**config.mk**
```make
export PLATFORM = sky130hd
export DESIGN_NAME = integrity_tree_address_walk
export DESIGN_NICKNAME = d
export VERILOG_FILES = /design/src/rtl/itaw_pkg.sv /design/src/rtl/itaw_layout.sv /design/src/rtl/itaw_front.sv /design/src/rtl/itaw_back.sv /design/src/rtl/integrity_tree_address_walk.sv
export SDC_FILE = /design/constraint.sdc
export NUM_CORES = 2
export LEC_CHECK = 0
export BUFFER_PORTS_ARGS = -buffer_cell sky130_fd_sc_hd__buf_2
export CORE_UTILIZATION = 25
export DETAILED_ROUTE_END_ITERATION = 10
export PLACE_DENSITY_LB_ADDON = 0.05
export REMOVE_ABC_BUFFERS = 1
export SLEW_MARGIN = 25
export SYNTH_ARGS = -nofsm -noshare
export SYNTH_HDL_FRONTEND = slang
export SYNTH_SLANG_ARGS = --single-unit
```
**constraint.sdc**
```tcl
create_clock -name clk -period 9.83 [get_ports clk]
set_input_delay 0 -clock clk [delete_from_list [all_inputs] [get_ports clk]]
set_output_delay 0 -clock clk [all_outputs]
set_load 0.01 [all_outputs]
```
**src/rtl/itaw_pkg.sv**
```systemverilog
package itaw_pkg;

  localparam int ADDR_BITS = 48;
  localparam int LINE_BYTES = 64;
  localparam int LINE_SHIFT = $clog2(LINE_BYTES);
  localparam int MAC_BYTES = 8;
  localparam int MAX_LEVELS_DEFAULT = 8;
  localparam int ENTRY_BITS = 42;
  localparam int LINES_BITS = 43;
  localparam int LEVEL_BITS = 4;
  localparam int CFG_INDEX_BITS = 3;
  localparam int CFG_DATA_BITS = 48;

  typedef logic [ADDR_BITS-1:0] addr_t;
  typedef logic [ENTRY_BITS-1:0] entry_t;

  localparam logic [1:0] KIND_MAC = 2'd0;
  localparam logic [1:0] KIND_CTR = 2'd1;
  localparam logic [1:0] KIND_TREE = 2'd2;

  localparam logic [CFG_INDEX_BITS-1:0] REG_BASE = 3'd0;
  localparam logic [CFG_INDEX_BITS-1:0] REG_LINES = 3'd1;
  localparam logic [CFG_INDEX_BITS-1:0] REG_CTR_SHIFT = 3'd2;
  localparam logic [CFG_INDEX_BITS-1:0] REG_LEAF_SHIFT = 3'd3;
  localparam logic [CFG_INDEX_BITS-1:0] REG_TREE_SHIFT = 3'd4;
  localparam logic [CFG_INDEX_BITS-1:0] REG_OOP = 3'd5;

  typedef struct packed {
    logic busy;
    logic oop;
    addr_t region_base;
    addr_t mac_start;
    logic [LEVEL_BITS-1:0] level_count;
    logic signed [2:0] ctr_shift;
    logic signed [2:0] tree_shift;
    logic [3:0] leaf_shift;
    logic [3:0] arity_shift;
  } layout_t;

  // power-of-two scaling; right shift floors
  function automatic addr_t scale(input addr_t x, input logic signed [3:0] s);
    logic [3:0] mag;
    mag = s[3] ? 4'(-s) : 4'(s);
    return s[3] ? (x >> mag) : (x << mag);
  endfunction

endpackage

```
**src/rtl/itaw_layout.sv**
```systemverilog
module itaw_layout import itaw_pkg::*; #(
  parameter int MAX_LEVELS = MAX_LEVELS_DEFAULT
) (
  input  logic                      clk,
  input  logic                      rst,
  input  logic                      cfg_we,
  input  logic [CFG_INDEX_BITS-1:0] cfg_index,
  input  logic [CFG_DATA_BITS-1:0]  cfg_data,
  output layout_t                   lay,
  output addr_t [MAX_LEVELS:0]      level_start
);

  localparam int IDX_BITS = $clog2(MAX_LEVELS + 1);

  localparam logic [2:0] L_IDLE = 3'd0;
  localparam logic [2:0] L_INIT = 3'd1;
  localparam logic [2:0] L_LOOP = 3'd2;
  localparam logic [2:0] L_ROOT = 3'd3;
  localparam logic [2:0] L_BASE = 3'd4;
  localparam logic [2:0] L_FILL = 3'd5;

  logic [2:0] state;
  addr_t region_base;
  logic [LINES_BITS-1:0] region_lines;
  logic signed [2:0] ctr_shift, tree_shift;
  logic [3:0] leaf_shift;
  logic oop;

  addr_t s, total, leaf, macs, ctrs, mac_start, ctr_start, tree, roots_bytes, sz, prev;
  logic [LEVEL_BITS-1:0] n, idx;

  addr_t lines_w, ctrs_v, s_next, mem;
  logic signed [3:0] c4, t4, neg_t4;
  logic [3:0] arity_shift;

  always_comb begin
    lines_w = addr_t'(region_lines);
    mem = lines_w << LINE_SHIFT;
    c4 = {ctr_shift[2], ctr_shift};
    t4 = {tree_shift[2], tree_shift};
    neg_t4 = 4'(-t4);
    ctrs_v = oop ? '0 : scale(lines_w, c4);
    s_next = scale(s >> LINE_SHIFT, t4);
    arity_shift = 4'(LINE_SHIFT - int'(t4));
  end

  assign lay.busy = (state != L_IDLE);
  assign lay.oop = oop;
  assign lay.region_base = region_base;
  assign lay.mac_start = mac_start;
  assign lay.level_count = n;
  assign lay.ctr_shift = ctr_shift;
  assign lay.tree_shift = tree_shift;
  assign lay.leaf_shift = leaf_shift;
  assign lay.arity_shift = arity_shift;

  always_ff @(posedge clk) begin
    if (rst) begin
      region_base <= '0;
      region_lines <= '0;
      ctr_shift <= '0;
      leaf_shift <= 4'd6;
      tree_shift <= '0;
      oop <= 1'b0;
      n <= '0;
      state <= L_INIT;
    end else if (cfg_we && cfg_index <= REG_OOP) begin
      unique case (cfg_index)
        REG_BASE:       region_base <= cfg_data[ADDR_BITS-1:0];
        REG_LINES:      region_lines <= cfg_data[LINES_BITS-1:0];
        REG_CTR_SHIFT:  ctr_shift <= cfg_data[2:0];
        REG_LEAF_SHIFT: leaf_shift <= cfg_data[3:0];
        REG_TREE_SHIFT: tree_shift <= cfg_data[2:0];
        default:        oop <= cfg_data[0];
      endcase
      state <= L_INIT;
    end else begin
      unique case (state)
        L_INIT: begin
          macs <= lines_w * addr_t'(MAC_BYTES);
          ctrs <= ctrs_v;
          s <= ctrs_v;
          leaf <= scale(ctrs_v >> LINE_SHIFT, t4);
          total <= '0;
          n <= '0;
          state <= L_LOOP;
        end
        L_LOOP: begin
          if (s > addr_t'(LINE_BYTES) && n < LEVEL_BITS'(MAX_LEVELS)) begin
            s <= s_next;
            total <= total + s_next;
            n <= n + 1'b1;
          end else begin
            state <= L_ROOT;
          end
        end
        L_ROOT: begin
          mac_start <= region_base + mem - macs;
          ctr_start <= region_base + mem - macs - ctrs;
          tree <= ((leaf << 1) > total) ? (leaf << 1) : total;
          roots_bytes <= scale(s, neg_t4) << LINE_SHIFT;
          state <= L_BASE;
        end
        L_BASE: begin
          prev <= ctr_start - tree;
          level_start[0] <= ctr_start - tree;
          sz <= addr_t'(LINE_BYTES);
          idx <= LEVEL_BITS'(1);
          state <= L_FILL;
        end
        L_FILL: begin
          if (idx < n) begin
            level_start[idx[IDX_BITS-1:0]] <= prev + sz;
            prev <= prev + sz;
            // level 1 holds the roots, deeper levels grow by the arity
            sz <= (idx == LEVEL_BITS'(1)) ? roots_bytes : (sz << arity_shift);
            idx <= idx + 1'b1;
          end else begin
            level_start[n[IDX_BITS-1:0]] <= ctr_start;
            state <= L_IDLE;
          end
        end
        default: state <= L_IDLE;
      endcase
    end
  end

  a_fill_idx: assert property (@(posedge clk) disable iff (rst)
    (state == L_FILL) |-> (idx != 0 && n <= LEVEL_BITS'(MAX_LEVELS)))
    else $error("layout fill index out of range");
  a_loop_cap: assert property (@(posedge clk) disable iff (rst)
    (state == L_LOOP) |=> (n <= LEVEL_BITS'(MAX_LEVELS)))
    else $error("level count exceeds limit");
  a_cfg_restart: assert property (@(posedge clk) disable iff (rst)
    (cfg_we && cfg_index <= REG_OOP) |=> (state == L_INIT))
    else $error("config write did not restart layout");

endmodule

```
**src/rtl/itaw_front.sv**
```systemverilog
module itaw_front import itaw_pkg::*; (
  input  logic    clk,
  input  logic    rst,
  input  logic    in_valid,
  output logic    in_ready,
  input  addr_t   data_address,
  input  layout_t lay,
  input  logic    pop,
  output logic    q_valid,
  output entry_t  q_entry
);

  localparam int DEPTH = 2;

  entry_t entries [DEPTH];
  logic wr_ptr, rd_ptr;
  logic [1:0] count;
  logic push;
  entry_t line_num;

  assign line_num = entry_t'((data_address - lay.region_base) >> LINE_SHIFT);
  assign in_ready = (count != 2'(DEPTH)) && !lay.busy;
  assign push = in_valid && in_ready;
  assign q_valid = (count != 2'd0);
  assign q_entry = entries[rd_ptr];

  always_ff @(posedge clk) begin
    if (rst) begin
      wr_ptr <= 1'b0;
      rd_ptr <= 1'b0;
      count <= 2'd0;
    end else begin
      if (push) begin
        entries[wr_ptr] <= line_num;
        wr_ptr <= ~wr_ptr;
      end
      if (pop) rd_ptr <= ~rd_ptr;
      count <= count + 2'(push) - 2'(pop);
    end
  end

  a_count: assert property (@(posedge clk) disable iff (rst)
    count <= 2'(DEPTH)) else $error("queue overflow");
  a_push: assert property (@(posedge clk) disable iff (rst)
    push |=> (count != 2'd0)) else $error("pushed item lost");
  a_pop: assert property (@(posedge clk) disable iff (rst)
    pop |-> q_valid) else $error("pop from empty queue");

endmodule

```
**src/rtl/itaw_back.sv**
```systemverilog
module itaw_back import itaw_pkg::*; #(
  parameter int MAX_LEVELS = MAX_LEVELS_DEFAULT
) (
  input  logic                  clk,
  input  logic                  rst,
  input  layout_t               lay,
  input  addr_t [MAX_LEVELS:0]  level_start,
  input  logic                  q_valid,
  input  entry_t                q_entry,
  output logic                  pop,
  output logic                  out_valid,
  input  logic                  out_ready,
  output logic [1:0]            kind,
  output logic [LEVEL_BITS-1:0] tree_level,
  output entry_t                entry_number,
  output addr_t                 meta_address,
  output logic                  last
);

  localparam int IDX_BITS = $clog2(MAX_LEVELS + 1);

  localparam logic [1:0] P_IDLE = 2'd0;
  localparam logic [1:0] P_CTR = 2'd1;
  localparam logic [1:0] P_TREE = 2'd2;

  logic [1:0] phase;
  entry_t walk_entry;
  logic [LEVEL_BITS-1:0] walk_level;

  logic load;
  addr_t mac_addr, ctr_addr, tree_addr;
  entry_t step_entry;
  logic [LEVEL_BITS-1:0] step_level;

  always_comb begin
    load = !out_valid || out_ready;
    mac_addr = lay.mac_start + addr_t'(q_entry) * addr_t'(MAC_BYTES);
    ctr_addr = level_start[lay.level_count[IDX_BITS-1:0]]
             + scale(addr_t'(walk_entry), {lay.ctr_shift[2], lay.ctr_shift});
    // leaf entries cover a configured counter count, inner nodes the arity
    step_entry = (walk_level == lay.level_count) ? (walk_entry >> lay.leaf_shift)
                                                 : (walk_entry >> lay.arity_shift);
    step_level = walk_level - 1'b1;
    tree_addr = level_start[step_level[IDX_BITS-1:0]]
              + scale(addr_t'(step_entry), {lay.tree_shift[2], lay.tree_shift});
    pop = load && (phase == P_IDLE) && q_valid;
  end

  always_ff @(posedge clk) begin
    if (rst) begin
      phase <= P_IDLE;
      out_valid <= 1'b0;
    end else if (load) begin
      out_valid <= 1'b0;
      unique case (phase)
        P_IDLE: begin
          if (q_valid) begin
            out_valid <= 1'b1;
            kind <= KIND_MAC;
            tree_level <= '0;
            entry_number <= q_entry;
            meta_address <= mac_addr;
            last <= lay.oop;
            walk_entry <= q_entry;
            walk_level <= lay.level_count;
            if (!lay.oop) phase <= P_CTR;
          end
        end
        P_CTR: begin
          out_valid <= 1'b1;
          kind <= KIND_CTR;
          tree_level <= walk_level;
          entry_number <= walk_entry;
          meta_address <= ctr_addr;
          last <= (walk_level == '0);
          phase <= (walk_level == '0) ? P_IDLE : P_TREE;
        end
        P_TREE: begin
          out_valid <= 1'b1;
          kind <= KIND_TREE;
          tree_level <= step_level;
          entry_number <= step_entry;
          meta_address <= tree_addr;
          last <= (step_level == '0);
          walk_entry <= step_entry;
          walk_level <= step_level;
          if (step_level == '0) phase <= P_IDLE;
        end
        default: phase <= P_IDLE;
      endcase
    end
  end

  a_tree_level: assert property (@(posedge clk) disable iff (rst)
    (phase == P_TREE) |-> (walk_level != '0)) else $error("tree step below root");
  a_pop_mac: assert property (@(posedge clk) disable iff (rst)
    pop |=> (out_valid && kind == KIND_MAC)) else $error("item did not start with MAC");
  a_ctr_level: assert property (@(posedge clk) disable iff (rst)
    (phase == P_CTR) |-> (walk_level == lay.level_count))
    else $error("counter step at wrong level");

endmodule

```
**src/rtl/integrity_tree_address_walk.sv**
```systemverilog
// The first result (the MAC address) passes through the queue and the output register.
// The walk unit gives one result per cycle while out_ready is high; an item gives
// 2 + level_count results (up to MAX_LEVELS + 2), or one in out-of-place mode, and the
// next item leaves the 2-entry queue after the last. Reset and each write to REG_BASE
// to REG_OOP start a layout pass, with in_ready low; registers reset to their defaults.
module integrity_tree_address_walk import itaw_pkg::*; #(
  parameter int MAX_LEVELS = MAX_LEVELS_DEFAULT
) (
  input  logic                      clk,
  input  logic                      rst,
  input  logic                      cfg_we,
  input  logic [CFG_INDEX_BITS-1:0] cfg_index,
  input  logic [CFG_DATA_BITS-1:0]  cfg_data,
  input  logic                      in_valid,
  output logic                      in_ready,
  input  addr_t                     data_address,
  output logic                      out_valid,
  input  logic                      out_ready,
  output logic [1:0]                kind,
  output logic [LEVEL_BITS-1:0]     tree_level,
  output entry_t                    entry_number,
  output addr_t                     meta_address,
  output logic                      last
);

  layout_t lay;
  addr_t [MAX_LEVELS:0] level_start;
  logic pop, q_valid;
  entry_t q_entry;

  itaw_layout #(.MAX_LEVELS(MAX_LEVELS)) u_layout (
    .clk, .rst, .cfg_we, .cfg_index, .cfg_data, .lay, .level_start
  );

  itaw_front u_front (
    .clk, .rst, .in_valid, .in_ready, .data_address, .lay, .pop, .q_valid, .q_entry
  );

  itaw_back #(.MAX_LEVELS(MAX_LEVELS)) u_back (
    .clk, .rst, .lay, .level_start, .q_valid, .q_entry, .pop,
    .out_valid, .out_ready, .kind, .tree_level, .entry_number, .meta_address, .last
  );

endmodule

```
### After elaboration in Yosys (flattened, before gate mapping)

Memories as Yosys holds them, arrays and structs flattened. A register that Yosys moved wholly into a read port is not among the register bits.
Index checks and enable logic that the tools add are counted.

* add/sub/neg operators: 19
* magnitude comparators: 10
* eq/ne operators: 21
* shifts and indexed selects: 15
* muxes and demuxes: 65
* bitwise operators: 5
* reductions and logical operators: 41

Operator list (count)
* $bwmux W432: 2
* $mux W48: 16
* $pmux W48 S2: 5
* $mux W432: 1
* $bmux W48 S4: 2
* $demux W48 S4: 2
* $add A48 B48 Y48: 5
* $pmux W48 S3: 1
* $shl A42 B4 Y48: 3
* $shr A42 B4 Y48: 3
* $sub A48 B48 Y48: 3
* $mux W42: 3
* $pmux W42 S3: 1
* $pmux W42 S2: 1
* $shr A42 B4 Y42: 2
* $add A48 B45 Y48: 1
* $gt A48 B48 Y1: 1
* $gt A48 B7 Y1 const B: 1
* $shl A43 B4 Y48: 1
* $shl A48 B4 Y42: 1
* $shl A48 B4 Y48: 1
* $shr A43 B4 Y48: 1
* $shr A48 B4 Y42: 1
* $sub A48 B46 Y48: 1
* 48 further kinds: 117

* register bits after elaboration: 1211
* bits in writable memories: 84
* input port bits: 104
* memories: 1

Memories
* u_front.entries: depth 2, bits a word 42, rd ports 1, clocked after memory_dff 1, wr ports 1, RTL line itaw_front.sv:15 `entry_t entries [DEPTH];`

### Logic depth before layout (Yosys ltp)

* depth in word-level cells: 7
* depth in mapped cells: 38

### By module

From an unflattened synthesis, not the netlist that was laid out.

* cells, all modules: 10989
* area, all modules: 104630.3 um2

Modules (own cells, without submodules)
* itaw_layout: instances 1, cells an instance 7327, area an instance 70786.6 um2
* itaw_back: instances 1, cells an instance 3148, area an instance 28147.0 um2
* itaw_front: instances 1, cells an instance 514, area an instance 5696.7 um2

### Least setup slack after synthesis

OpenSTA, ideal clock, no wires.

* kind: register to register
* start point: register u_layout.tree_shift[0]
* end point: register u_back.meta_address[45] (data pin)
* setup time: 0.268 ns
* arrival time: 8.318 ns
* data required time: 9.562 ns
* path slack: 1.244 ns
* stages on the path, launching flop included: 35
* buffers on the path: 8
* period minus slack after synthesis: 8.586 ns
* cells stage by stage: dfxtp_1 clkbuf_1 inv_1 clkbuf_1 buf_1 clkbuf_1 buf_1 buf_1 ha_1 clkbuf_1 clkinv_1 mux2i_2 buf_6 mux4_2 mux2_2 mux2_2 mux2_2 nand2_1 o21ai_0 a21oi_1 o221ai_1 a21o_1 ha_1 a21o_1 a21o_1 a211o_1 a221o_1 a31oi_1 o21a_1 o21a_1 o21bai_1 a22o_1 a311oi_1 xor2_1 o21ai_0

* longest elaborated chain between the ends: 7

RTL lines
* from (decl): RTL line itaw_layout.sv:25 `logic signed [2:0] ctr_shift, tree_shift;`
* from (signal assigned): RTL line itaw_layout.sv:73 `REG_TREE_SHIFT: tree_shift <= cfg_data[2:0];`
* $sub A4 B3 Y4: RTL line itaw_layout.sv:44 `arity_shift = 4'(LINE_SHIFT - int'(t4));`
* $shr A42 B4 Y42: RTL line itaw_back.sv:42 `: (walk_entry >> lay.arity_shift);`
* $mux W42: RTL line itaw_back.sv:41 `step_entry = (walk_level == lay.level_count) ? (walk_entry >> lay.leaf_shift)`
* $shl A42 B4 Y48 or $shr A42 B4 Y48 (tied branches): RTL line itaw_pkg.sv:44 `return s[3] ? (x >> mag) : (x << mag);`
* $mux W48 *: RTL line itaw_pkg.sv:44
* $add A48 B48 Y48 *: RTL line itaw_back.sv:45 `+ scale(addr_t'(step_entry), {lay.tree_shift[2], lay.tree_shift});`
* $pmux W48 S3 *: RTL line itaw_back.sv:55 `unique case (phase)`
* to (signal assigned): RTL line itaw_back.sv:62 `meta_address <= mac_addr;`
* to (signal assigned): RTL line itaw_back.sv:74 `meta_address <= ctr_addr;`
* to (signal assigned): RTL line itaw_back.sv:83 `meta_address <= tree_addr;`
* to (decl): RTL line itaw_back.sv:16 `output addr_t meta_address,`

Mark *: on every way between the ends. The rest lies on a longest branch, timed or not.
A chain may end at the register's enable or synchronous reset.

### Worst setup path after layout

* start point: register u_back.walk_level[3]
* end point: register u_back.meta_address[43] (data pin)

* longest elaborated chain between the ends: 6

RTL lines
* from (decl): RTL line itaw_back.sv:28 `logic [LEVEL_BITS-1:0] walk_level;`
* from (signal assigned): RTL line itaw_back.sv:65 `walk_level <= lay.level_count;`
* from (signal assigned): RTL line itaw_back.sv:86 `walk_level <= step_level;`
* branches (longest 4 deep; another with $sub A4 B1 Y4)
* $add A48 B48 Y48 *: RTL line itaw_back.sv:45
* $pmux W48 S3 *: RTL line itaw_back.sv:55

Mark *: on every way between the ends. The select of a mux whose other input is x is not followed.

==> results.toml <==
[detailed_routing]
postRouteAntennaNets = 0
first_pass_iters = 6
routed_via_density = 5.53
drt_iter0_markers = 9137
drt-total-wl_um = 565000
detail_route.wl_per_cell_um = 33.4
vias = 93600
drc = 0

[clock_network]
numClockSinks = 1296
numCtsBuffers = 179
root_buffer = "clkbuf_16"
htree_levels = 4
max-clock-path-buffers = 4
tritoncts = "yes"
clkTransAtPathRegs_ns = 0.06
cts-resized-gates = 0
post-cts-setup-buffers = 0
clock_latency_ns = 0.93

[floorplanning]
initial_utilization_pct = 25.1
dieHeight_um = 649
die_w_um = 649
core_um2 = 416000
io_pins = 203
dieArea_um2 = 421000
row_count = 237

[sta]
fin_crit_ns = 8.73
clock_skew_ns = 0.0731
timing.fmax_ghz = 0.115
slew_headroom_pct = 17.8
post-route-period-util_pct = 88.8
tightestPinTransition_ns = 1.23
rsz0062_at_grt = "no"
finalHoldViolCount = 0
report.final.slew_viol_count = 0
hold_slack_ns = 0.106
fin_ws_ns = 1.10
fin_tns_setup_ns = 0
setup_viol = 0

[synth]
synth.cell_area_um2 = 105000
post-synth-top-count-cell = "nand2_1"
synth_top_flop_cell = "edfxtp_1"
ys_top_cells_by_area = "edfxtp_1, mux4_2, mux2i_1"
ys_seq_elements = 1296
synth-seq-area-share_pct = 36.1
synth_top_area_share_pct = 33.9
synth.avg_cell_area_um2 = 9.40
yosysWarnings = 0
synth_top_area_cell = "edfxtp_1"
synthCells = 11100
synth_commonest_cells = "nand2_1, edfxtp_1, a21oi_1, nor2_1, o21ai_0"
synthDistinctLibCells = 112
synth_edf_count = 1179
async_flop_share_pct = 0

[min_path]
hold_depth = 5
hp-class = "input port to flip-flop"

[finish]
layout-drive-gt1-share_pct = 14.2
syn_to_final_growth_pct = 15.7
fin_nets = 11900
stdcell_count = 16900
num-fill-cells = 43900

[place]
io_buffer_count = 202
dp_cells = 16400
dp_hpwl_um = 433000
post-place-ws_ns = 1.30
place.gp.congestion = 0.925

[setup_path]
crit_type = "flip-flop to flip-flop"
critPathSlowestCell = "a21boi_4"
cp.arrival_ns = 9.38
worstRegToRegCells = 27
cp_max_fo = 24
cp-start-kind = "flip-flop"
slowest_delay_ns = 0.73
crit_required_ns = 10.48
cp-end-kind = "flip-flop"

[outcome]
status = "finished, final reports clean"

[power]
vdd_drop_max_mv = 0.179
p_leak_nw = 46.4
power.density_nw_per_um2 = 201

[grt]
grt_usage_pct = 25.8
grt_pass1_wl_um = 769000
antenna_found_initial = 46
grt_pass1_vias = 90400
overflow = 0
grt_max_degree = 139

[flow_run]
cap_violations = 0
==> metal layers <==
layer | share of wire (%) | track usage, % | wire, µm | up-vias
li1 | - | - | - | 41700
met1 | 45 | 36.0 | 257000 | 47800
met3 | 6.1 | 3.92 | 34600 | 607
met2 | 45 | 40.8 | 253000 | 3469
met4 | 3.7 | 8.48 | 20900 | 0
met5 | 0 | 0 | 0 | -
==> through the flow <==
step	area [µm²]	total power, mW	utilization, %
CTS	121000	24.4	29.0
detailed placement	113000	17.5	27.2
global placement	113000	17.6	27.1
global route	121000	25.3	29.0
finish	121000	24.3	29.0
floorplan	101000	12.9	-
==> worst paths after layout <==
kind	slack (ns)	end	from
setup reg to reg	1.10	u_back.meta_address[43]	u_back.walk_level[3]
hold reg to reg	0.45	u_layout.region_base[30]	u_layout.region_base[30]
setup / recovery	1.10	u_back.meta_address[43]	u_back.walk_level[3]
hold / removal	0.11	u_layout.oop	cfg_index[0]
==> worst max-delay path: cells and delay by family (launching register included) <==
kind | cells | cell delay (ns)
compound gates | 15 | 4.75
xor+xnor | 2 | 0.44
fa+ha+maj | 1 | 0.45
buf+inv | 3 | 0.83
flops | 1 | 0.58
mux | 3 | 0.89
simple gates | 3 | 0.49
==> kinds of logic (layout without fill, tap and decap cells) <==
family,Yosys count,in the layout,share of synthesized area (%)
muxes,1160,1160,15.5
buffers and inverters,1299,1577,4.83
DFF,1296,1296,36.1
adders and majority gates,538,538,6.78
other,1,36,0.00359
xor gates and xnor gates,386,386,3.26
AOI/OAI and AO/OA,3261,3261,20.4
and+or+nand+nor,3178,3178,13.1
==> registers in the layout, indices dropped and copies added, names as in the netlist, 43 cells and up, named ones only <==
| register | cells |
|---|---|
| u_layout.level_start | 432 |
| u_front.entries | 84 |
| u_back.meta_address | 48 |
| u_layout.ctr_start | 48 |
| u_layout.ctrs | 48 |
| u_layout.mac_start | 48 |
| u_layout.prev | 48 |
| u_layout.region_base | 48 |
| u_layout.s | 48 |
| u_layout.sz | 48 |
| u_layout.total | 48 |
| u_layout.tree | 48 |
| u_layout.leaf | 47 |
| u_layout.macs | 43 |
| u_layout.region_lines | 43 |
==> area by class of cell <==
class	instances	area (µm²)	area share [%]
clock inverters	92	897	0.742
well taps	5497	6880	5.69
repair buffers	775	6060	5.02
multi-input cells	8527	62500	51.7
diodes	32	80.1	0.0662
clock buffers	231	4870	4.03
flip-flops and latches	1296	37800	31.2
inverters	479	1810	1.50
==> cells in the final DEF (no fill, tap or decap), drive strengths merged, types with 47 or more instances in the layout <==
| master | n |
|---|---|
| ha | 491 |
| a22o | 338 |
| a221oi | 53 |
| dlygate4sd3 | 195 |
| o21ai | 678 |
| mux2 | 196 |
| mux2i | 623 |
| edfxtp | 1179 |
| xnor2 | 245 |
| xor2 | 141 |
| inv | 481 |
| o21bai | 76 |
| a21oi | 927 |
| nor2b | 91 |
| clkbuf | 231 |
| nand4 | 80 |
| dfxtp | 117 |
| o22ai | 53 |
| buf | 580 |
| a211oi | 146 |
| a31oi | 90 |
| nor2 | 868 |
| o21a | 93 |
| nor3 | 79 |
| a22oi | 65 |
| nand2b | 79 |
| mux4 | 341 |
| o211ai | 88 |
| and2 | 63 |
| nand2 | 1494 |
| nand3 | 209 |
| a21o | 309 |
| or2 | 62 |
| clkinv | 69 |
| fa | 47 |
| and3 | 58 |
==> what timing repair did <==
| action | 4_1_cts | 5_1_grt |
|---|---|---|
| hold buffers | 196 | 0 |
| setup endpoints to repair | 0 | 0 |
| endpoints found under the hold margin | 206 | 0 |
==> report_power, final <==
group | internal [mW] | total [mW] | switching (mW)
clock | 3.84 | 6.72 | 2.87
sequential | 6.63 | 7.21 | 0.583
combinational | 3.48 | 10.4 | 6.91
Power figures use the tool's default switching activity.
